==> src/mpct_pkg.sv <==
package mpct_pkg;

  // Field widths
  localparam int unsigned BYTE_W  = 8;
  localparam int unsigned ADDR_W  = 32;
  localparam int unsigned COLOR_W = 8;
  localparam int unsigned X_W     = 10;
  localparam int unsigned Y_W     = 9;
  localparam int unsigned CFG_W   = 32;
  localparam int unsigned CFG_IDX_W = 3;

  // Defaults and reset values
  localparam int unsigned STRIDE_DEFAULT = 640;
  localparam logic [X_W-1:0]     POS_X_RESET        = X_W'(320);
  localparam logic [Y_W-1:0]     POS_Y_RESET        = Y_W'(240);
  localparam logic [X_W-1:0]     WIDTH_RESET        = X_W'(640);
  localparam logic [Y_W-1:0]     HEIGHT_RESET       = Y_W'(480);
  localparam logic [COLOR_W-1:0] BG_COLOR_RESET     = COLOR_W'(0);
  localparam logic [COLOR_W-1:0] CURSOR_COLOR_RESET = COLOR_W'(15);
  localparam logic [ADDR_W-1:0]  FRAME_BASE_RESET   = ADDR_W'(0);

  // Packet queue between front and back
  localparam int unsigned QUEUE_DEPTH = 2;

  // Configuration register indexes
  typedef enum logic [CFG_IDX_W-1:0] {
    CFG_FRAME_BASE   = 3'd0,
    CFG_SCREEN_W     = 3'd1,
    CFG_SCREEN_H     = 3'd2,
    CFG_BG_COLOR     = 3'd3,
    CFG_CURSOR_COLOR = 3'd4
  } cfg_reg_e;

  typedef struct packed {
    logic                 we;
    logic [CFG_IDX_W-1:0] index;
    logic [CFG_W-1:0]     data;
  } cfg_wr_t;

  // Position of the next byte within a packet
  typedef enum logic [1:0] {
    FS_FLAG,
    FS_DX,
    FS_DY
  } front_state_t;

  // Movement bytes of one complete packet
  typedef struct packed {
    logic [BYTE_W-1:0] dx;
    logic [BYTE_W-1:0] dy_raw;
  } packet_t;

endpackage

==> src/mpct_ifs.sv <==
interface mpct_byte_if;
  logic       valid;
  logic       ready;
  logic [7:0] rx_byte;

  modport source (output valid, output rx_byte, input ready);
  modport sink (input valid, input rx_byte, output ready);
endinterface

interface mpct_pix_if;
  logic        valid;
  logic        ready;
  logic [31:0] pixel_address;
  logic [7:0]  pixel_color;
  logic [9:0]  cursor_x;
  logic [8:0]  cursor_y;
  logic        last;

  modport source (output valid, output pixel_address, output pixel_color,
                  output cursor_x, output cursor_y, output last, input ready);
  modport sink (input valid, input pixel_address, input pixel_color,
                input cursor_x, input cursor_y, input last, output ready);
endinterface

==> src/mpct_front.sv <==
module mpct_front
  import mpct_pkg::*;
(
  input  logic              clk,
  input  logic              rst,
  mpct_byte_if.sink         byte_in,
  input  logic              q_full,
  output logic              q_push,
  output packet_t           q_pkt
);

  front_state_t      state;
  front_state_t      state_next;
  logic [BYTE_W-1:0] dx_byte;
  logic              accept;

  // Take every byte, except the closing one when the queue has no room
  always_comb begin
    byte_in.ready = 1'b1;
    q_push        = 1'b0;
    unique case (state)
      FS_FLAG: begin
        byte_in.ready = 1'b1;
      end
      FS_DX: begin
        byte_in.ready = 1'b1;
      end
      FS_DY: begin
        byte_in.ready = !q_full;
        q_push        = byte_in.valid && !q_full;
      end
      default: begin
        byte_in.ready = 1'b1;
      end
    endcase
  end

  assign accept = byte_in.valid && byte_in.ready;

  // Advance through the three bytes of a packet
  always_comb begin
    state_next = state;
    unique case (state)
      FS_FLAG: if (accept) state_next = FS_DX;
      FS_DX:   if (accept) state_next = FS_DY;
      FS_DY:   if (accept) state_next = FS_FLAG;
      default: state_next = FS_FLAG;
    endcase
  end

  always_ff @(posedge clk) begin
    if (rst) begin
      state <= FS_FLAG;
    end else begin
      state <= state_next;
    end
  end

  // Hold the X movement byte; the flag byte is dropped
  always_ff @(posedge clk) begin
    if (accept && state == FS_DX) begin
      dx_byte <= byte_in.rx_byte;
    end
  end

  assign q_pkt.dx     = dx_byte;
  assign q_pkt.dy_raw = byte_in.rx_byte;

endmodule

==> src/mpct_queue.sv <==
module mpct_queue
  import mpct_pkg::*;
(
  input  logic    clk,
  input  logic    rst,
  input  logic    push,
  input  packet_t push_pkt,
  output logic    full,
  input  logic    pop,
  output logic    not_empty,
  output packet_t head
);

  localparam int unsigned PTR_W = (QUEUE_DEPTH > 1) ? $clog2(QUEUE_DEPTH) : 1;
  localparam int unsigned CNT_W = $clog2(QUEUE_DEPTH + 1);

  packet_t          entries [QUEUE_DEPTH];
  logic [PTR_W-1:0] wr_ptr;
  logic [PTR_W-1:0] rd_ptr;
  logic [CNT_W-1:0] count;

  assign full      = (count == CNT_W'(QUEUE_DEPTH));
  assign not_empty = (count != '0);
  assign head      = entries[rd_ptr];

  // Store a packet at the write pointer
  always_ff @(posedge clk) begin
    if (push) begin
      entries[wr_ptr] <= push_pkt;
    end
  end

  // Advance pointers and occupancy
  always_ff @(posedge clk) begin
    if (rst) begin
      wr_ptr <= '0;
      rd_ptr <= '0;
      count  <= '0;
    end else begin
      if (push) begin
        wr_ptr <= (wr_ptr == PTR_W'(QUEUE_DEPTH - 1)) ? '0 : wr_ptr + 1'b1;
      end
      if (pop) begin
        rd_ptr <= (rd_ptr == PTR_W'(QUEUE_DEPTH - 1)) ? '0 : rd_ptr + 1'b1;
      end
      if (push && !pop) begin
        count <= count + 1'b1;
      end else if (pop && !push) begin
        count <= count - 1'b1;
      end
    end
  end

`ifndef NO_ASSERTIONS
  a_no_push_when_full: assert property (@(posedge clk) disable iff (rst)
    !(push && full))
    else $error("packet pushed into a full queue");

  a_no_pop_when_empty: assert property (@(posedge clk) disable iff (rst)
    pop |-> not_empty)
    else $error("packet popped from an empty queue");
`endif

endmodule

==> src/mpct_back.sv <==
module mpct_back
  import mpct_pkg::*;
#(
  parameter int unsigned LINE_STRIDE = STRIDE_DEFAULT
) (
  input  logic       clk,
  input  logic       rst,
  input  cfg_wr_t    cfg,
  input  logic       q_not_empty,
  input  packet_t    q_head,
  output logic       q_pop,
  mpct_pix_if.source pix_out
);

  localparam int unsigned STRIDE_W = $clog2(LINE_STRIDE + 1);
  localparam int unsigned ROW_W    = STRIDE_W + Y_W;

  // Configuration
  logic [ADDR_W-1:0]  frame_base;
  logic [X_W-1:0]     screen_width;
  logic [Y_W-1:0]     screen_height;
  logic [COLOR_W-1:0] background_color;
  logic [COLOR_W-1:0] cursor_color;

  // Cursor and output register
  logic [X_W-1:0]     pos_x;
  logic [Y_W-1:0]     pos_y;
  logic               draw_pending;
  logic               out_valid;
  logic [ADDR_W-1:0]  out_address;
  logic [COLOR_W-1:0] out_color;
  logic [X_W-1:0]     out_x;
  logic [Y_W-1:0]     out_y;
  logic               out_last;

  logic               load_ok;
  logic [BYTE_W-1:0]  dy_byte;
  logic signed [X_W+1:0] sum_x;
  logic signed [Y_W+1:0] sum_y;
  logic [X_W-1:0]     top_x;
  logic [Y_W-1:0]     top_y;
  logic [X_W-1:0]     new_x;
  logic [Y_W-1:0]     new_y;
  logic [ROW_W-1:0]   row_off;
  logic [ADDR_W-1:0]  cur_address;

  // Register writes
  always_ff @(posedge clk) begin
    if (rst) begin
      frame_base       <= FRAME_BASE_RESET;
      screen_width     <= WIDTH_RESET;
      screen_height    <= HEIGHT_RESET;
      background_color <= BG_COLOR_RESET;
      cursor_color     <= CURSOR_COLOR_RESET;
    end else if (cfg.we) begin
      unique case (cfg.index)
        CFG_FRAME_BASE:   frame_base       <= cfg.data[ADDR_W-1:0];
        CFG_SCREEN_W:     screen_width     <= cfg.data[X_W-1:0];
        CFG_SCREEN_H:     screen_height    <= cfg.data[Y_W-1:0];
        CFG_BG_COLOR:     background_color <= cfg.data[COLOR_W-1:0];
        CFG_CURSOR_COLOR: cursor_color     <= cfg.data[COLOR_W-1:0];
        default: ;
      endcase
    end
  end

  // Move the cursor: X gains dx, Y gains the negated Y byte, both signed
  assign dy_byte = BYTE_W'(~q_head.dy_raw + 1'b1);
  assign sum_x = $signed({2'b00, pos_x})
               + $signed({{(X_W+2-BYTE_W){q_head.dx[BYTE_W-1]}}, q_head.dx});
  assign sum_y = $signed({2'b00, pos_y})
               + $signed({{(Y_W+2-BYTE_W){dy_byte[BYTE_W-1]}}, dy_byte});

  // A zero screen size behaves as one
  assign top_x = (screen_width == '0) ? '0 : screen_width - 1'b1;
  assign top_y = (screen_height == '0) ? '0 : screen_height - 1'b1;

  always_comb begin
    if (sum_x[X_W+1]) begin
      new_x = '0;
    end else if (sum_x[X_W:0] > {1'b0, top_x}) begin
      new_x = top_x;
    end else begin
      new_x = sum_x[X_W-1:0];
    end
    if (sum_y[Y_W+1]) begin
      new_y = '0;
    end else if (sum_y[Y_W:0] > {1'b0, top_y}) begin
      new_y = top_y;
    end else begin
      new_y = sum_y[Y_W-1:0];
    end
  end

  // Address of the current cursor position; serves both writes
  assign row_off     = ROW_W'(pos_y) * ROW_W'(LINE_STRIDE);
  assign cur_address = frame_base + ADDR_W'(pos_x) + ADDR_W'(row_off);

  assign load_ok = !out_valid || pix_out.ready;
  assign q_pop   = load_ok && !draw_pending && q_not_empty;

  // Erase write first, then the draw write from the updated position
  always_ff @(posedge clk) begin
    if (rst) begin
      out_valid    <= 1'b0;
      draw_pending <= 1'b0;
      pos_x        <= POS_X_RESET;
      pos_y        <= POS_Y_RESET;
    end else if (load_ok) begin
      if (draw_pending) begin
        out_valid    <= 1'b1;
        draw_pending <= 1'b0;
      end else if (q_not_empty) begin
        out_valid    <= 1'b1;
        draw_pending <= 1'b1;
        pos_x        <= new_x;
        pos_y        <= new_y;
      end else begin
        out_valid    <= 1'b0;
      end
    end
  end

  always_ff @(posedge clk) begin
    if (load_ok) begin
      out_address <= cur_address;
      if (draw_pending) begin
        out_color <= cursor_color;
        out_x     <= pos_x;
        out_y     <= pos_y;
        out_last  <= 1'b1;
      end else begin
        out_color <= background_color;
        out_x     <= new_x;
        out_y     <= new_y;
        out_last  <= 1'b0;
      end
    end
  end

  assign pix_out.valid         = out_valid;
  assign pix_out.pixel_address = out_address;
  assign pix_out.pixel_color   = out_color;
  assign pix_out.cursor_x      = out_x;
  assign pix_out.cursor_y      = out_y;
  assign pix_out.last          = out_last;

`ifndef NO_ASSERTIONS
  a_pending_has_erase: assert property (@(posedge clk) disable iff (rst)
    draw_pending |-> (out_valid && !out_last))
    else $error("draw write pending without an erase write on the output");

  a_draw_follows_erase: assert property (@(posedge clk) disable iff (rst)
    (out_valid && pix_out.ready && !out_last) |=> (out_valid && out_last))
    else $error("erase write not followed by its draw write");
`endif

endmodule

==> src/mouse_packet_cursor_tracker_unit.sv <==
// Mouse packet cursor tracker. Groups received bytes into three-byte packets
// (flag, X movement, Y movement) and, on each completed packet, moves the
// cursor and emits two pixel writes: the old position in the background colour
// (last low), then the new, clamped position in the cursor colour (last high).
// Addresses are frame_base + x + y * LINE_STRIDE, modulo 2^32. A finished
// packet is queued (two packets deep) and the back end issues its two writes,
// erase then draw, through a registered output, so the block sustains one
// byte per cycle while the pixel sink keeps up. Registers are written through
// cfg_we/cfg_index/cfg_data; the user must write them only while the block is
// idle (not enforced by the block). Indexes beyond the list are ignored.
module mouse_packet_cursor_tracker_unit
  import mpct_pkg::*;
#(
  parameter int unsigned LINE_STRIDE = STRIDE_DEFAULT
) (
  input  logic                 clk,
  input  logic                 rst,
  mpct_byte_if.sink            byte_in,
  mpct_pix_if.source           pix_out,
  input  logic                 cfg_we,
  input  logic [CFG_IDX_W-1:0] cfg_index,
  input  logic [CFG_W-1:0]     cfg_data
);

  cfg_wr_t cfg;
  logic    q_full;
  logic    q_push;
  packet_t q_pkt;
  logic    q_pop;
  logic    q_not_empty;
  packet_t q_head;

  assign cfg.we    = cfg_we;
  assign cfg.index = cfg_index;
  assign cfg.data  = cfg_data;

  mpct_front u_front (
    .clk     (clk),
    .rst     (rst),
    .byte_in (byte_in),
    .q_full  (q_full),
    .q_push  (q_push),
    .q_pkt   (q_pkt)
  );

  mpct_queue u_queue (
    .clk       (clk),
    .rst       (rst),
    .push      (q_push),
    .push_pkt  (q_pkt),
    .full      (q_full),
    .pop       (q_pop),
    .not_empty (q_not_empty),
    .head      (q_head)
  );

  mpct_back #(
    .LINE_STRIDE (LINE_STRIDE)
  ) u_back (
    .clk         (clk),
    .rst         (rst),
    .cfg         (cfg),
    .q_not_empty (q_not_empty),
    .q_head      (q_head),
    .q_pop       (q_pop),
    .pix_out     (pix_out)
  );

endmodule

==> src/flat_wrapper.sv <==
// flat-port wrapper written by rule: the top's interface ports become plain ports
module mouse_packet_cursor_tracker_unit_flat import mpct_pkg::*;
#(
  parameter int unsigned LINE_STRIDE = STRIDE_DEFAULT
)
  (clk, rst, cfg_we, cfg_index, cfg_data, byte_in_valid, byte_in_rx_byte, byte_in_ready, pix_out_valid, pix_out_pixel_address, pix_out_pixel_color, pix_out_cursor_x, pix_out_cursor_y, pix_out_last, pix_out_ready);
  mpct_byte_if byte_in_i ();
  mpct_pix_if pix_out_i ();
  input  logic clk;
  input  logic rst;
  input  logic cfg_we;
  input  logic [CFG_IDX_W-1:0] cfg_index;
  input  logic [CFG_W-1:0] cfg_data;
  input wire logic [$bits(byte_in_i.valid)-1:0] byte_in_valid;
  input wire logic [$bits(byte_in_i.rx_byte)-1:0] byte_in_rx_byte;
  output wire logic [$bits(byte_in_i.ready)-1:0] byte_in_ready;
  output wire logic [$bits(pix_out_i.valid)-1:0] pix_out_valid;
  output wire logic [$bits(pix_out_i.pixel_address)-1:0] pix_out_pixel_address;
  output wire logic [$bits(pix_out_i.pixel_color)-1:0] pix_out_pixel_color;
  output wire logic [$bits(pix_out_i.cursor_x)-1:0] pix_out_cursor_x;
  output wire logic [$bits(pix_out_i.cursor_y)-1:0] pix_out_cursor_y;
  output wire logic [$bits(pix_out_i.last)-1:0] pix_out_last;
  input wire logic [$bits(pix_out_i.ready)-1:0] pix_out_ready;
  assign byte_in_i.valid = byte_in_valid;
  assign byte_in_i.rx_byte = byte_in_rx_byte;
  assign byte_in_ready = byte_in_i.ready;
  assign pix_out_valid = pix_out_i.valid;
  assign pix_out_pixel_address = pix_out_i.pixel_address;
  assign pix_out_pixel_color = pix_out_i.pixel_color;
  assign pix_out_cursor_x = pix_out_i.cursor_x;
  assign pix_out_cursor_y = pix_out_i.cursor_y;
  assign pix_out_last = pix_out_i.last;
  assign pix_out_i.ready = pix_out_ready;
  mouse_packet_cursor_tracker_unit #(.LINE_STRIDE(LINE_STRIDE)) u_core (.clk(clk), .rst(rst), .byte_in(byte_in_i), .pix_out(pix_out_i), .cfg_we(cfg_we), .cfg_index(cfg_index), .cfg_data(cfg_data));
endmodule
==> config.mk <==
export PLATFORM = sky130hd
export DESIGN_NAME = mouse_packet_cursor_tracker_unit_flat
export DESIGN_NICKNAME = d
export VERILOG_FILES = /design/src/mpct_pkg.sv /design/src/mpct_ifs.sv /design/src/mpct_front.sv /design/src/mpct_queue.sv /design/src/mpct_back.sv /design/src/mouse_packet_cursor_tracker_unit.sv /design/src/flat_wrapper.sv
export SDC_FILE = /design/constraint.sdc
export NUM_CORES = 1
export LEC_CHECK = 0
export ABC_CLOCK_PERIOD_IN_PS = 12700
export BUFFER_PORTS_ARGS = -buffer_cell sky130_fd_sc_hd__buf_2
export CAP_MARGIN = 15
export CORE_ASPECT_RATIO = 1.2
export CORE_MARGIN = 2
export CORE_UTILIZATION = 25
export CTS_BUF_LIST = sky130_fd_sc_hd__clkbuf_2
export DETAILED_ROUTE_END_ITERATION = 6
export PLACE_DENSITY_LB_ADDON = 0.15
export SYNTH_ARGS = -nofsm -noshare
export SYNTH_HDL_FRONTEND = slang
export SYNTH_SLANG_ARGS = --single-unit
==> constraint.sdc <==
create_clock -name clk -period 12.7 [get_ports clk]
set_input_delay 1.27 -clock clk [delete_from_list [all_inputs] [get_ports clk]]
set_output_delay 1.27 -clock clk [all_outputs]
set_load 0.005 [all_outputs]
# [After elaboration in Yosys (flattened, before gate mapping)]
# Memory sizes are Yosys's and may differ from the RTL's. A register that Yosys moved wholly into a read port is not among the register bits.
# Cells that the tools add are included.
[totals] ff_bits=162 ram_bits=32 in_bits=48 output_inout_bits=62 mem_count=1
[memory_table] memory="u_core.u_queue.entries" words=2 word_bits=16 read_ports=1 rd_ports_with_merged_regs=1 wr=1 line_no="mpct_queue.sv:17" source="packet_t entries [QUEUE_DEPTH];"
[classes] n_addsub=11 multipliers=1 order_cmp=2 eq_ne=10 mux=27 n_bitwise=2 reduce_logical=26
[ops] cell="two-way mux 10 bit" count=4
[ops] cell="two-way mux 9 bit" count=4
[ops] cell="adder 32 x 10 -> 32 bit" count=1
[ops] cell="adder 32 x 19 -> 32 bit" count=1
[ops] cell="adder 11 x 8 -> 12 bit" count=1
[ops] cell="multiplier 9 x 3 -> 12 bit, second input constant" count=1
[ops] cell="two-way mux 1 bit" count=12
[ops] cell="adder 10 x 8 -> 11 bit" count=1
[ops] cell="> comparator 11 x 10 -> 1 bit" count=1
[ops] cell="> comparator 10 x 9 -> 1 bit" count=1
[ops] cell="logical NOT 10 bit" count=1
[ops] cell="two-way mux 2 bit" count=5
[ops] cell="AND reduction 2 bit" count=5
[ops] cell="subtractor 10 x 1 -> 10 bit, second input constant" count=1
[ops] cell="logical NOT 9 bit" count=1
[ops] cell="subtractor 9 x 1 -> 9 bit, second input constant" count=1
[ops] cell="adder 8 x 1 -> 8 bit, second input constant" count=1
[ops] cell="two-way mux 8 bit" count=1
[ops] cell="NOT 8 bit" count=1
[ops] cell="logical AND 1 bit" count=7
[ops] cell="equality test 3 x 2 -> 1 bit, second input constant" count=2
[ops] cell="!= test 2 bit, second input constant" count=3
[ops] cell="one-hot mux 2 bit (3 select lines)" count=1
[ops] cell="AND reduction 3 bit" count=2
[ops] cell="13 further kinds" count=20

# [Longest topological paths before layout]
[logic_depth] word_depth=8 depth_mapped=24

# [Hierarchy]
# Synthesis repeated with hierarchy kept, for this count alone.
[unflattened] cells_unflattened=1105 hier_area_um2=10896.7
[by_module_without_submodules] mod="mpct_back" n_inst=1 cells_per_inst=1004 area_each_um2=9132.5 seq_area_each_um2=3563.4
[by_module_without_submodules] mod="mpct_queue" n_inst=1 cells_per_inst=72 area_each_um2=1363.8 seq_area_each_um2=1061.0
[by_module_without_submodules] mod="mpct_front" n_inst=1 cells_per_inst=29 area_each_um2=400.4 seq_area_each_um2=280.3

# [Least setup slack after synthesis]
# OpenSTA, ideal clock, no wires.
[synth_path] path_kind="register to register" from="reg (tool-made name)" to="reg u_core.u_back.out_y[8] (netlist: u_core.u_back.pix_out.cursor_y[8]) (data pin)" setup_time_ns=0.256 arrival_time_ns=3.938 path_slack_ns=8.506 stages_incl_launch_ff=23 path_buffers=3 period_less_slack_ns=4.194 path_cell_list="dfxtp_1 -> buf_4 -> buf_1 -> mux2i_1 -> ha_1 -> nand2_1 -> nor2_1 -> xnor2_1 -> nand2_1 -> o21ai_0 -> ha_1 -> a21o_1 -> nor2_1 -> o21ai_0 -> xor2_1 -> ha_1 -> a22o_1 -> nor4_1 -> o21ai_1 -> o2bb2ai_1 -> buf_6 -> mux2i_1 -> a22o_1"
[synth_lines] element="to (signal assigned)" line_no="mpct_back.sv:130" source="out_y <= pos_y;"
[synth_lines] element="to (signal assigned)" line_no="mpct_back.sv:135" source="out_y <= new_y;"
[synth_lines] element="to (decl)" line_no="mpct_back.sv:33" source="logic [Y_W-1:0] out_y;"

==> run_results.csv <==
group,metric,value,unit
timing,clock_skew,61.46,ps
timing,max_clock_freq,205.1,MHz
critical_path,crit_chain,"mux2i_1 > ha_1 > nand2_1 > nor2_1 > xnor2_1 > nand2_1 > o21ai_0 > ha_1 > nand2_1 > a21oi_1 > nor2_1 > o21ai_0 > xor2_1 > ha_1 > a22o_1 > nor4_1 > o21ai_1 > o2bb2ai_1 > buf_4 > mux2i_1 > a22o_1",
logic_synthesis,syn-mean-instance-area,9.758,µm²
logic_synthesis,seq_area_frac_synth,0.4569,
timing,setup_viol,0,
clock_tree,holdBufCountCts,0,
logic_synthesis,netlist_area,10730,µm²
run,cap_violations,0,
detailed_routing,wire_per_inst,16.14,µm
clock_tree,cts_max_path_buffers,2,
clock_tree,cts_tree,"built",
logic_synthesis,synth_flop_cell,"edfxtp_1",
critical_path,slowest_stage,"dfxtp_1",
place,portBuffers,109,
logic_synthesis,yosys_warnings,0,
clock_tree,cts_setup_buffers,0,
pwr,clockPowerShare,0.132,
detailed_routing,remaining_drc_errors,0,
timing,final_max_slew_viol_count,0,
logic_synthesis,synth_area_leaders,"edfxtp_1 28%, dfxtp_1 18%, ha_1 11%",
logic_synthesis,synth_common_cells,"186 x nand2_1, 110 x a21oi_1, 100 x edfxtp_1",
detailed_routing,dr.pass1.iters,4,
logic_synthesis,syn_nets,1250,
logic_synthesis,synth.most_common_cell,"nand2_1",
logic_synthesis,synthCells,1100,
min_path,whs_path_depth,0,
critical_path,cp_top_family,"compound AO/OA/AOI/OAI gates",
logic_synthesis,synth_cell_types,59,
timing,setup_ws,7825,ps
logic_synthesis,async_reset_ff_frac,0,
clock_tree,post_cts_resized,0,
timing,rsz0062_at_grt,"false",
critical_path,start_kind,"flop",
grt,grt_pass1_vias,7970,
final_layout,nFillCells,4579,
grt,grt_pass1_wl,44.63,mm
detailed_routing,drt_first_iter_violations,264,
clock_tree,clk-insertion-delay-late,930,ps
critical_path,arrival,5570,ps
critical_path,reg2reg_slack,7820,ps
clock_tree,clockRootBuffer,"clkbuf_2",
timing,worstMarginPinSlew,894.7,ps
min_path,hp-class,"reg -> reg",
timing,min_period,4875,ps
clock_tree,cts_buffers,17,
logic_synthesis,synth-seq-cells,195,
floorplanning,fp.dieArea,44620,µm²
grt,grt_max_degree,61,
final_layout,area.growth.synth_to_final,13.33,%
final_layout,final_area,12170,µm²
place,placed_area,11890,µm²
min_path,min_from,"u_core.u_front.dx_byte[7]",
detailed_routing,vias_per_cell,4.459,
pwr,p_seq_frac,0.353,
final_layout,nets,1353,
critical_path,path_max_fanout,21,
clock_tree,clk_pin_slew,270,ps
grt,grt.total_usage,0.1327,
critical_path,critPathBufInv,1,
place,pre_cts_slack,7770,ps
pwr,p_leak,5.190,nW
place,place_congestion,0.7969,
pwr,intPower,1.539,mW
run_status,status,"completed",
grt,antenna_found_initial,2,
logic_synthesis,synth.top_cell.area_share,0.2798,
critical_path,critPathRequiredTime,13390,ps
logic_synthesis,yosys.area.top_type,"edfxtp_1",
final_layout,finalCoreUtilization,0.2857,
pwr,p_comb_frac,0.515,
clock_tree,clock_sinks,195,
min_path,worstHoldEndpoint,"u_core.u_queue.entries[1][15]",
floorplanning,die_y,231.0,µm
timing,timing.final.crit_share,0.3839,
floorplanning,core-area,42580,µm²
critical_path,r2r_end,"u_core.u_back.pix_out.cursor_y[8]",
clock_tree,htree_levels,4,
grt,overflow,0,
detailed_routing,detail-route-antenna-nets,0,
detailed_routing,num_vias,7897,
logic_synthesis,synth_edf_count,100,
timing,max_slew_margin,0.4013,
timing,tns,0,ps
final_layout,drive_gt1_frac,0.1456,
floorplanning,fp-row-count,83,
critical_path,critPathMaxStageDelay,940,ps
floorplanning,io_pins,110,
pwr,switching_power,1.105,mW
place,dp_hpwl,22.15,mm
critical_path,crit_path_end_kind,"flop",
critical_path,critPathKind,"reg -> reg",
pwr,power.density,217.3,nW/µm²
pwr,swShare,0.4179,
timing,final-hold-violation-count,0,
floorplanning,fp.dieW,193.2,µm
pwr,peakVddDrop,0.07317,mV
pwr,total_power,2.644,mW
floorplanning,start_util,0.2521,
critical_path,reg2reg_depth,21,
detailed_routing,wirelength,28.59,mm
## worst reg2reg max path, stage by stage (launching register included)
cell and delay (ps):
dfxtp_1 940, mux2i_1 330, ha_1 220, nand2_1 100
nor2_1 140, xnor2_1 70, nand2_1 60, o21ai_0 140
ha_1 360, nand2_1 50, a21oi_1 160, nor2_1 100
o21ai_0 230, xor2_1 240, ha_1 310, a22o_1 220
nor4_1 190, o21ai_1 110, o2bb2ai_1 130, buf_4 200
mux2i_1 150, a22o_1 220
## layer usage
metal,track usage,part of all wire
met5,0,0
met4,0.04640,0.021
met3,0.02463,0.034
met2,0.2355,0.51
met1,0.1585,0.44
## worst max-delay path by stage
| stage | from | end | slack [ps] | cells past startpoint |
|---|---|---|---|---|
| 2_1_floorplan | flop | u_core.u_back.pix_out.cursor_y[8] | 8510 | 22 |
| 3_5_place_dp | flop | u_core.u_back.pix_out.cursor_y[6] | 7770 | 21 |
| 5_1_grt | flop | u_core.u_back.pix_out.cursor_y[6] | 7300 | 21 |
| 6_report | flop | u_core.u_back.pix_out.cursor_y[8] | 7820 | 21 |
| 4_1_cts | flop | u_core.u_back.pix_out.cursor_y[6] | 7710 | 21 |
| 3_3_place_gp | flop | u_core.u_back.pix_out.cursor_y[6] | 7840 | 20 |
## cells by family (layout without fill, tap and decap cells)
logic type | after synthesis | in the layout | share of synthesized area
xor+xnor | 70 | 70 | 0.05782
other cells | 0 | 3 | 0
mux | 42 | 42 | 0.04185
buf+inv | 88 | 204 | 0.03252
simple gates | 362 | 362 | 0.1506
flops | 195 | 195 | 0.4569
fa+ha+maj | 102 | 102 | 0.1238
compound gates | 241 | 241 | 0.1365
## per-stage QoR
| stage | std cells | hold slack (ps) |
|---|---|---|
| global placement | 1735 | 429.6 |
| finish | 1771 | 463.9 |
| CTS | 1768 | 433.7 |
| detailed placement | 1736 | 436.1 |
| global route | 1771 | 438.0 |
| floorplan | 1100 | 406.4 |
## area by class of cell
type	count	area, µm²	share of cell area
multi-input cells	817	5480	0.4505
clock inverters	14	176.4	0.01450
well taps	552	690.7	0.05677
diodes	3	7.507	0.0006171
inverters	54	202.7	0.01666
flip-flops and latches	195	4905	0.4032
repair buffers	118	613.1	0.05040
clock buffers	18	90.09	0.007405
## registers in the layout (all words and copies together), names as in the netlist, 9 cells and up, named ones only
name,flops
u_core.u_back.frame_base,32
u_core.u_back.pix_out.cursor_x,10
u_core.u_back.pix_out.cursor_y,9
u_core.u_back.pix_out.pixel_address,32
u_core.u_back.pos_x,10
u_core.u_back.pos_y,9
u_core.u_back.screen_height,9
u_core.u_back.screen_width,10
u_core.u_queue.entries,32
## power groups by stage
stage	combinational [mW]	clock (mW)	sequential [mW]
finish	1.36	0.348	0.934
global route	1.55	0.392	0.951
CTS	1.38	0.369	0.941
detailed placement	1.38	0	0.955
global placement	1.37	0	0.955
floorplan	1.02	0	0.909
## cells in the final DEF, fill, tap and decap left out, types with 5 or more instances in the layout
cell type    n
a211oi_1     7
nand4_1     10
nand3_1     22
or2_1        7
nand2b_1    11
nand2_1    186
o21ai_0     17
nand3b_1     5
ha_1        95
o21a_1      10
and3_1       6
nor4_1       6
fa_1         7
o21bai_1     6
or3_1        5
inv_1       52
a22o_1      13
dfxtp_1     95
a21oi_1    110
edfxtp_1   100
clkbuf_2    18
nor3_1      13
o21ai_1     30
mux2i_1     25
a21o_1      17
mux2_2      15
buf_2      109
nor2b_1     16
xnor2_1     41
buf_4        9
o31ai_1      7
xor2_1      28
nor2_1      63
No activity file was read; power rests on OpenSTA's default activity.
